$ cat src/hdl/coalescing_free_range_allocator_macros.svh
// ----------------------------------------------------------------------------
// Assertion macros for the coalescing free range allocator
// Shared property templates with a common clock and reset gating.
// ----------------------------------------------------------------------------
`ifndef COALESCING_FREE_RANGE_ALLOCATOR_MACROS_SVH
`define COALESCING_FREE_RANGE_ALLOCATOR_MACROS_SVH

// Condition a implies condition b in the same cycle.
`define CFRA_ASSERT_SAME(label, clk, rst_n, a, b) \
    label: assert property (@(posedge clk) disable iff (!rst_n) (a) |-> (b)) \
        else $error("cfra same-cycle check failed");

// Condition a implies condition b in the next cycle.
`define CFRA_ASSERT_NEXT(label, clk, rst_n, a, b) \
    label: assert property (@(posedge clk) disable iff (!rst_n) (a) |=> (b)) \
        else $error("cfra next-cycle check failed");

`endif

$ cat src/hdl/cfra_pkg.sv
// ----------------------------------------------------------------------------
// cfra_pkg
// Types, codes and sizes shared by the free range allocator modules.
// ----------------------------------------------------------------------------
package cfra_pkg;

    localparam int MAX_RANGES = 64;
    localparam int ADDR_BITS  = 32;
    localparam int IDX_W      = $clog2(MAX_RANGES);
    localparam int CNT_W      = $clog2(MAX_RANGES + 1);

    typedef logic [ADDR_BITS-1:0] addr_t;
    typedef logic [IDX_W-1:0]     idx_t;
    typedef logic [CNT_W-1:0]     cnt_t;

    // Operation codes.
    localparam logic [1:0] MODE_ADD  = 2'd0;
    localparam logic [1:0] MODE_TAKE = 2'd1;
    localparam logic [1:0] MODE_FIND = 2'd2;

    // Result status codes.
    localparam logic [2:0] STAT_OK       = 3'd0;
    localparam logic [2:0] STAT_OVERLAP  = 3'd1;
    localparam logic [2:0] STAT_NOT_FREE = 3'd2;
    localparam logic [2:0] STAT_FULL     = 3'd3;
    localparam logic [2:0] STAT_NO_FIT   = 3'd4;

    typedef enum logic [3:0] {
        ST_IDLE,
        ST_SCAN,
        ST_SCAN_DRAIN,
        ST_DECIDE,
        ST_WRITE1,
        ST_SHIFT,
        ST_SHIFT_DRAIN,
        ST_WRITE2,
        ST_DONE
    } ctl_state_t;

    typedef enum logic [1:0] {
        SHIFT_NONE,
        SHIFT_DOWN,
        SHIFT_UP
    } shift_dir_t;

    // Commands from the controller to the datapath.
    typedef struct packed {
        logic load;
        logic scan_rd;
        logic decide;
        logic write1;
        logic shift_rd;
        logic write2;
        logic done;
    } cfra_cmd_t;

    // Status from the datapath to the controller.
    typedef struct packed {
        logic scan_end;
        logic shift_end;
    } cfra_stat_t;

endpackage

$ cat src/hdl/cfra_ctrl.sv
// ----------------------------------------------------------------------------
// cfra_ctrl
// Sequencer: scan the table, decide, write, shift the table, write, report.
// ----------------------------------------------------------------------------
module cfra_ctrl
    import cfra_pkg::*;
(
    input  logic       clk,
    input  logic       rst_n,
    input  logic       start,
    output logic       busy,
    input  cfra_stat_t stat,
    output cfra_cmd_t  cmd
);

    ctl_state_t state_reg;
    ctl_state_t state_next;

    // State register.
    always_ff @(posedge clk or negedge rst_n)
    begin
        if (!rst_n)
        begin
            state_reg <= ST_IDLE;
        end
        else
        begin
            state_reg <= state_next;
        end
    end

    // Next state.
    always_comb
    begin
        state_next = state_reg;
        unique case (state_reg)
            ST_IDLE:
            begin
                if (start)
                begin
                    state_next = ST_SCAN;
                end
            end
            ST_SCAN:
            begin
                if (stat.scan_end)
                begin
                    state_next = ST_SCAN_DRAIN;
                end
            end
            ST_SCAN_DRAIN:  state_next = ST_DECIDE;
            ST_DECIDE:      state_next = ST_WRITE1;
            ST_WRITE1:      state_next = ST_SHIFT;
            ST_SHIFT:
            begin
                if (stat.shift_end)
                begin
                    state_next = ST_SHIFT_DRAIN;
                end
            end
            ST_SHIFT_DRAIN: state_next = ST_WRITE2;
            ST_WRITE2:      state_next = ST_DONE;
            ST_DONE:        state_next = ST_IDLE;
            default:        state_next = ST_IDLE;
        endcase
    end

    // Outputs.
    always_comb
    begin
        cmd      = '0;
        busy     = (state_reg != ST_IDLE);
        unique case (state_reg)
            ST_IDLE:     cmd.load     = start;
            ST_SCAN:     cmd.scan_rd  = !stat.scan_end;
            ST_DECIDE:   cmd.decide   = 1'b1;
            ST_WRITE1:   cmd.write1   = 1'b1;
            ST_SHIFT:    cmd.shift_rd = !stat.shift_end;
            ST_WRITE2:   cmd.write2   = 1'b1;
            ST_DONE:     cmd.done     = 1'b1;
            default:     cmd          = '0;
        endcase
    end

endmodule

$ cat config.mk
export PLATFORM = sky130hd
export DESIGN_NAME = cfra_ctrl
export DESIGN_NICKNAME = d
export VERILOG_FILES = /design/src/hdl/coalescing_free_range_allocator_macros.svh /design/src/hdl/cfra_pkg.sv /design/src/hdl/cfra_ctrl.sv
export SDC_FILE = /design/constraint.sdc
export NUM_CORES = 1
export LEC_CHECK = 0
export BUFFER_PORTS_ARGS = -buffer_cell sky130_fd_sc_hd__buf_2
export CORE_AREA = 3 3 40 42
export DETAILED_ROUTE_END_ITERATION = 10
export DIE_AREA = 0 0 43 45
export GPL_ROUTABILITY_DRIVEN = 0
export GPL_TIMING_DRIVEN = 0
export PLACE_DENSITY = 0.5
export REMOVE_ABC_BUFFERS = 1
export SLEW_MARGIN = 15
export SYNTH_ARGS = -nofsm -noshare
export SYNTH_HDL_FRONTEND = slang
export SYNTH_SLANG_ARGS = --single-unit
$ cat constraint.sdc
create_clock -name clk -period 2.7 [get_ports clk]
set_input_delay 0.405 -clock clk [delete_from_list [all_inputs] [get_ports clk]]
set_output_delay 0.405 -clock clk [all_outputs]
set_load 0.005 [all_outputs]
==> impl_metrics.xml, run 1 <==
<?xml version="1.0" encoding="UTF-8"?>
<metrics>
  <group name="final_layout">
    <metric name="design_area" unit="µm²">359</metric>
    <metric name="seqCellArea" unit="µm²">100</metric>
    <metric name="count_of_inserted_antenna_diode_cells" unit="">0</metric>
    <metric name="layout_commonest_cell" unit="">buf_2</metric>
    <metric name="num-nets-final" unit="">51</metric>
    <metric name="post_layout_nonfiller_instances" unit="">59</metric>
    <metric name="leading_cell_types_in_the_layout_fill_and_taps_excluded" unit="">buf_2 (12), nor2_1 (5), nor3_1 (4), dfrtp_1 (4), clkbuf_4 (3)</metric>
    <metric name="multi_input_comb_area" unit="µm²">148</metric>
    <metric name="layout-drive-gt1-share" unit="%">36.4</metric>
    <metric name="number_of_flip_flops_under_the_largest_register_name" unit="">4</metric>
    <metric name="syn2layout_area_growth" unit="%">30.5</metric>
    <metric name="nFillCells" unit="">147</metric>
  </group>
  <group name="power">
    <metric name="worst_ir_drop_vdd" unit="V">0.000328</metric>
    <metric name="p_seq_share" unit="%">38.4</metric>
    <metric name="power_report.internal_total" unit="µW">227</metric>
    <metric name="share_clk_of_total_power" unit="%">18.4</metric>
    <metric name="pwr-share-comb" unit="%">43.2</metric>
    <metric name="power_dens_cells" unit="nW/µm²">1090</metric>
    <metric name="switching_share" unit="%">42.1</metric>
    <metric name="cellLeakagePower" unit="nW">0.182</metric>
    <metric name="total_switching_power" unit="µW">165</metric>
  </group>
  <group name="cts">
    <metric name="cts_buffers" unit="">3</metric>
    <metric name="cts_max_level" unit="">1</metric>
    <metric name="cts_tree" unit="">done</metric>
    <metric name="clkLatencyLatePin" unit="ps">230</metric>
    <metric name="cts-root-buf" unit="">clkbuf_4</metric>
    <metric name="cts_buffer_depth" unit="">2</metric>
    <metric name="ctsResizeCount" unit="">0</metric>
    <metric name="post-cts-setup-buffers" unit="">0</metric>
    <metric name="clock_sink_count" unit="">4</metric>
    <metric name="path_clk_slew" unit="ps">40</metric>
  </group>
  <group name="floorplan">
    <metric name="initial_core_util" unit="%">21.4</metric>
    <metric name="io-pin-count" unit="">13</metric>
    <metric name="design.die.area" unit="µm²">1940</metric>
    <metric name="die_width" unit="µm">43</metric>
    <metric name="core_region_area" unit="µm²">1280</metric>
    <metric name="fp-row-count" unit="">13</metric>
    <metric name="die_height" unit="µm">45</metric>
  </group>
  <group name="timing">
    <metric name="timing_worst_slew_pin_value" unit="ps">386</metric>
    <metric name="max_freq" unit="MHz">618</metric>
    <metric name="report.final.slew_viol_count" unit="">0</metric>
    <metric name="rsz0062_at_grt" unit="">false</metric>
    <metric name="final_period_minus_worst_setup_slack" unit="ps">1620</metric>
    <metric name="setup-violations-final" unit="">0</metric>
    <metric name="min_period_over_period" unit="%">60.0</metric>
    <metric name="skew" unit="ps">4.50</metric>
    <metric name="finalHoldViolCount" unit="">0</metric>
    <metric name="max_slew_margin" unit="%">74.3</metric>
    <metric name="timing.setup.tns" unit="ps">0</metric>
  </group>
  <group name="placement">
    <metric name="dp.final_hpwl" unit="µm">470</metric>
    <metric name="numPortBuffers" unit="">12</metric>
    <metric name="place_inst" unit="">55</metric>
    <metric name="dpl_cell_area" unit="µm²">327</metric>
  </group>
  <group name="detailed_routing">
    <metric name="drtAntennaViolNets" unit="">0</metric>
    <metric name="maxUsedRoutingLayer" unit="">met3</metric>
    <metric name="vias" unit="">253</metric>
    <metric name="firstDrtPassIters" unit="">2</metric>
    <metric name="route.met3.wl" unit="µm">53</metric>
    <metric name="drcViolationCount" unit="">0</metric>
    <metric name="drt-met1-wl" unit="µm">322</metric>
    <metric name="totalWireLength" unit="µm">632</metric>
    <metric name="route.detailed.vias_per_inst" unit="">4.29</metric>
    <metric name="detailroute.wirelength.met2" unit="µm">256</metric>
    <metric name="drt-wirelength-per-cell" unit="µm">10.7</metric>
    <metric name="iteration_0_drc_markers" unit="">1</metric>
  </group>
  <group name="run">
    <metric name="maxCapViolations" unit="">0</metric>
  </group>
  <group name="setup_path">
    <metric name="max_stage_delay" unit="ps">440</metric>
    <metric name="critPathKind" unit="">reg2out</metric>
    <metric name="crit_required" unit="ps">2300</metric>
    <metric name="worst_r2r_startpoint" unit="">state_reg[0]</metric>
    <metric name="wp_buf_inv" unit="">1</metric>
    <metric name="reg2reg_slack" unit="ps">1650</metric>
    <metric name="regToRegEndpoint" unit="">state_reg[1]</metric>
    <metric name="cp.arrival" unit="ps">1210</metric>
    <metric name="cell_family_with_the_largest_share_of_critical_path_delay" unit="">flip-flops</metric>
    <metric name="cp-start-kind" unit="">flip-flop</metric>
    <metric name="critPathSlowestCell" unit="">dfrtp_1</metric>
    <metric name="critical_path.cell_chain" unit="">nand2b_1 &gt; nor4_1 &gt; buf_2</metric>
    <metric name="worstSetupPathDepth" unit="">3</metric>
    <metric name="worst_r2r_path_depth" unit="">2</metric>
    <metric name="critPathCaptureType" unit="">output port</metric>
    <metric name="critical_path_peak_fanout" unit="">8</metric>
  </group>
  <group name="grt">
    <metric name="grt.overflow.total" unit="">0</metric>
    <metric name="grt_pass1_wl" unit="µm">1080</metric>
    <metric name="grt_pass1_vias" unit="">251</metric>
    <metric name="grt_max_degree" unit="">10</metric>
    <metric name="grt_antenna_before_repair" unit="">0</metric>
    <metric name="globalRouteTotalUtil" unit="%">7.61</metric>
  </group>
  <group name="min_path">
    <metric name="hold_class" unit="">in2async</metric>
  </group>
  <group name="logic_synthesis">
    <metric name="synth_sequential_area_ratio" unit="%">36.4</metric>
    <metric name="post_synth_num_cell_types" unit="">18</metric>
    <metric name="synthesis.yosys.warnings" unit="">0</metric>
    <metric name="syn-mean-instance-area" unit="µm²">8.88</metric>
    <metric name="post_synth_instance_area" unit="µm²">275</metric>
    <metric name="post_synth_inst_count" unit="">31</metric>
    <metric name="synth-seq-cells" unit="">4</metric>
  </group>
  <group name="status">
    <metric name="result_of_the_run" unit="">finished, final reports clean</metric>
  </group>
</metrics>
[cell usage after synthesis (all sizes together)]
library cell	n	share of area, %
nor2	5	6.8
dfrtp	4	36
nor3	4	7.3
buf	3	10
a21oi	2	3.6
nand2	2	2.7
nand2b	2	7.3
a21o	1	2.7
and3	1	2.3
mux2i	1	3.6
nor4	1	2.3
nor4b	1	3.2
o21a	1	2.7
o31ai	1	2.7
or3b	1	3.2
xor2	1	3.2
[cell type report]
| cell class | instances | area share (%) |
|---|---|---|
| sequential | 4 | 27.9 |
| tap | 15 | 5.23 |
| multi-input combinational | 24 | 41.1 |
| clock buffer | 3 | 6.27 |
| timing repair buffer | 13 | 19.5 |
[power groups by stage]
stage | sequential, mW | combinational [mW] | clock (mW)
6_report | 0.151 | 0.169 | 0.0723
2_1_floorplan | 0.134 | 0.119 | 0
3_5_place_dp | 0.150 | 0.171 | 0
4_1_cts | 0.149 | 0.173 | 0.0767
3_3_place_gp | 0.150 | 0.169 | 0
5_1_grt | 0.154 | 0.197 | 0.0778
[stage by stage]
step / power [mW] / setup WS, ps / util [%] / hold WS, ps
floorplan: 0.253 / 1480 / - / 109
global placement: 0.318 / 1310 / 25.4 / 215
detailed placement: 0.321 / 1320 / 25.4 / 214
CTS: 0.399 / 1060 / 27.9 / 494
global route: 0.429 / 960 / 27.9 / 515
finish: 0.392 / 1080 / 27.9 / 503
[how the worst max path moves through the flow]
| stage | to | from |
|---|---|---|
| 2_1_floorplan | cmd[5] | state_reg[1] |
| 3_3_place_gp | cmd[2] | state_reg[3] |
| 3_5_place_dp | cmd[2] | state_reg[2] |
| 4_1_cts | cmd[2] | state_reg[2] |
| 5_1_grt | cmd[5] | state_reg[1] |
| 6_report | cmd[5] | state_reg[1] |
[timing repair]
item	CTS	global route
hold buffers	1	0
endpoints found under the hold margin	4	0
endpoints found under the setup margin	0	0
[logic make-up (layout without fill, tap and decap cells)]
group	count (synthesis)	after routing	synth area share (%)
and+or+nand+nor	17	17	35.0
DFF	4	4	36.4
muxes	1	1	3.64
AOI/OAI and AO/OA	5	5	11.8
buffers and inverters	3	16	10.0
xor gates and xnor gates	1	1	3.18
[metal layers]
layer  up-vias  track usage (%)
li1        134                -
met1       110             11.0
met4         0             7.23
met3         0             1.59
met2         9             8.98
met5         -                0
No activity file was read; power rests on OpenSTA's default activity.
==> run 2: changes to the inputs <==
ABC_AREA = 1   (was default)
PLACE_DENSITY = 0.52   (was 0.5)
clock period = 1.46 ns   (was 2.7 ns; I/O delays follow)
==> run 2 against run 1 <==
Area after synthesis is 4.5% higher; setup slack worse by 980 ps; largest cell class unchanged; final area increased by 14%; sequential share of layout area shrank 3.4 points.
==> impl_metrics.xml, run 2 <==
<?xml version="1.0" encoding="UTF-8"?>
<metrics>
  <group name="status">
    <metric name="result_of_the_run" unit="">finished, final reports clean</metric>
  </group>
  <group name="timing">
    <metric name="report.final.slew_viol_count" unit="">0</metric>
    <metric name="max_slew_margin" unit="%">87.3</metric>
    <metric name="finalHoldViolCount" unit="">0</metric>
    <metric name="max_freq" unit="MHz">737</metric>
    <metric name="skew" unit="ps">3.69</metric>
    <metric name="timing_worst_slew_pin_value" unit="ps">190</metric>
    <metric name="timing.setup.tns" unit="ps">0</metric>
    <metric name="final_period_minus_worst_setup_slack" unit="ps">1360</metric>
    <metric name="setup-violations-final" unit="">0</metric>
    <metric name="min_period_over_period" unit="%">92.9</metric>
    <metric name="rsz0062_at_grt" unit="">false</metric>
  </group>
  <group name="setup_path">
    <metric name="max_stage_delay" unit="ps">420</metric>
    <metric name="cp-start-kind" unit="">flip-flop</metric>
    <metric name="regToRegEndpoint" unit="">state_reg[1]</metric>
    <metric name="critPathCaptureType" unit="">output port</metric>
    <metric name="crit_required" unit="ps">1240</metric>
    <metric name="reg2reg_slack" unit="ps">460</metric>
    <metric name="critPathKind" unit="">reg2out</metric>
    <metric name="critPathSlowestCell" unit="">dfrtp_1</metric>
    <metric name="cp.arrival" unit="ps">1140</metric>
    <metric name="worst_r2r_path_depth" unit="">4</metric>
    <metric name="crit_top_cell" unit="">nor2_4</metric>
    <metric name="critical_path_peak_fanout" unit="">5</metric>
    <metric name="worst_r2r_startpoint" unit="">state_reg[3]</metric>
    <metric name="critical_path.cell_chain" unit="">nor2_4 &gt; nand2_2 &gt; nor2_4 &gt; buf_2</metric>
  </group>
  <group name="final_layout">
    <metric name="layout-drive-gt1-share" unit="%">43.3</metric>
    <metric name="design_area" unit="µm²">409</metric>
    <metric name="syn2layout_area_growth" unit="%">42.2</metric>
    <metric name="final_util" unit="%">31.8</metric>
    <metric name="num-nets-final" unit="">67</metric>
    <metric name="layout_commonest_cell" unit="">buf_2</metric>
    <metric name="post_layout_nonfiller_instances" unit="">75</metric>
    <metric name="count_of_inserted_antenna_diode_cells" unit="">0</metric>
    <metric name="leading_cell_types_in_the_layout_fill_and_taps_excluded" unit="">buf_2 (12), inv_1 (10), nor2_1 (7)</metric>
    <metric name="number_of_flip_flops_under_the_largest_register_name" unit="">4</metric>
  </group>
  <group name="floorplan">
    <metric name="design.die.area" unit="µm²">1940</metric>
    <metric name="die_width" unit="µm">43</metric>
    <metric name="io-pin-count" unit="">13</metric>
    <metric name="die_height" unit="µm">45</metric>
    <metric name="fp-row-count" unit="">13</metric>
    <metric name="core_region_area" unit="µm²">1280</metric>
    <metric name="initial_core_util" unit="%">22.4</metric>
  </group>
  <group name="grt">
    <metric name="grt_max_degree" unit="">6</metric>
    <metric name="grt.overflow.total" unit="">0</metric>
    <metric name="grt_pass1_vias" unit="">274</metric>
    <metric name="grt_pass1_wl" unit="µm">1070</metric>
    <metric name="globalRouteTotalUtil" unit="%">7.44</metric>
    <metric name="grt_antenna_before_repair" unit="">0</metric>
  </group>
  <group name="cts">
    <metric name="clkLatencyLatePin" unit="ps">230</metric>
    <metric name="cts_buffers" unit="">3</metric>
    <metric name="cts_tree" unit="">done</metric>
    <metric name="cts_buffer_depth" unit="">2</metric>
    <metric name="cts_max_level" unit="">1</metric>
    <metric name="path_clk_slew" unit="ps">40</metric>
    <metric name="cts-root-buf" unit="">clkbuf_4</metric>
    <metric name="clock_sink_count" unit="">4</metric>
  </group>
  <group name="logic_synthesis">
    <metric name="area_share_of_the_largest_cell_type_after_synthesis" unit="%">34.8</metric>
    <metric name="synth-seq-cells" unit="">4</metric>
    <metric name="post_synth_most_frequent_cells" unit="">inv_1 (10), nor2_1 (8), nand3_1 (6)</metric>
    <metric name="synth-async-reset-ratio" unit="%">100</metric>
    <metric name="synthesis.yosys.warnings" unit="">0</metric>
    <metric name="post_synth_instance_area" unit="µm²">288</metric>
    <metric name="dominantRegCellSynth" unit="">dfrtp_1</metric>
    <metric name="synth_largest_area_cell" unit="">dfrtp_1</metric>
    <metric name="synth_top_cells_by_area" unit="">dfrtp_1 (35%), inv_1 (13%), nand3_1 (10%)</metric>
    <metric name="synth_sequential_area_ratio" unit="%">34.8</metric>
    <metric name="synth-edff-count" unit="">0</metric>
    <metric name="post_synth_num_cell_types" unit="">11</metric>
    <metric name="post_synth_inst_count" unit="">43</metric>
    <metric name="syn-mean-instance-area" unit="µm²">6.69</metric>
    <metric name="yosysMostFrequentCell" unit="">inv_1</metric>
  </group>
  <group name="detailed_routing">
    <metric name="iteration_0_drc_markers" unit="">1</metric>
    <metric name="drtAntennaViolNets" unit="">0</metric>
    <metric name="drcViolationCount" unit="">0</metric>
    <metric name="totalWireLength" unit="µm">609</metric>
    <metric name="firstDrtPassIters" unit="">3</metric>
    <metric name="vias" unit="">299</metric>
    <metric name="drt-wirelength-per-cell" unit="µm">8.12</metric>
    <metric name="route.detailed.vias_per_inst" unit="">3.99</metric>
  </group>
  <group name="min_path">
    <metric name="hold_class" unit="">in2async</metric>
  </group>
  <group name="power">
    <metric name="cellLeakagePower" unit="nW">0.250</metric>
    <metric name="power_dens_cells" unit="nW/µm²">2020</metric>
    <metric name="worst_ir_drop_vdd" unit="V">0.000860</metric>
  </group>
  <group name="placement">
    <metric name="numPortBuffers" unit="">12</metric>
    <metric name="dp.final_hpwl" unit="µm">513</metric>
    <metric name="place_inst" unit="">70</metric>
    <metric name="dpl_cell_area" unit="µm²">367</metric>
  </group>
  <group name="run">
    <metric name="maxCapViolations" unit="">0</metric>
  </group>
</metrics>
run 2: cells by family after synthesis:
group	synth area share (%)
compound gates	6.09
simple gates	43.5
buf+inv	15.7
flops	34.8
run 2: how the worst max path moves through the flow:
stage / cells after the start / startpoint / to
2_1_floorplan: 3 / state_reg[1] / cmd[0]
3_3_place_gp: 4 / state_reg[1] / cmd[0]
5_1_grt: 5 / state_reg[2] / cmd[1]
4_1_cts: 4 / state_reg[1] / cmd[0]
3_5_place_dp: 4 / state_reg[1] / cmd[0]
6_report: 4 / state_reg[3] / cmd[5]
run 2: critical path, delay by kind of cell, from the launching register on:
family | cells | cell delay, ps
flops | 1 | 420
simple gates | 3 | 360
buf+inv | 1 | 120
run 2: layout make-up:
type | count | area, µm²
inverter | 12 | 45.0
timing repair buffer | 14 | 77.6
multi-input combinational | 27 | 145
clock buffer | 3 | 22.5
fill | 145 | 876
sequential | 4 | 100
tap | 15 | 18.8
run 2: through the flow:
stage,hold slack [ps],power [mW],setup slack [ps]
3_5_place_dp,27.2,0.668,284
4_1_cts,304,0.813,20.0
6_report,311,0.827,104
3_3_place_gp,25.7,0.669,268
2_1_floorplan,-76.6,0.540,459
5_1_grt,342,0.912,21.1
run 2: what timing repair did:
action                                 in CTS  in global routing
endpoints found under the hold margin       4                  0
hold buffers                                1                  0
buffers inserted                            0                  1
resized for setup                           0                  1
setup endpoints to repair                   0                  1
run 2: per-layer routing:
layer | wire length, µm | global-route usage, %
met1 | 324 | 9.76
met2 | 237 | 10.2
met3 | 46 | 4.78
met4 | 0 | 1.81
met5 | 0 | 0
run 2: power breakdown:
group          switching (mW)  total (mW)  internal (mW)
clock network          0.0407       0.132         0.0916
registers              0.0645       0.228          0.164
logic                   0.274       0.466          0.193
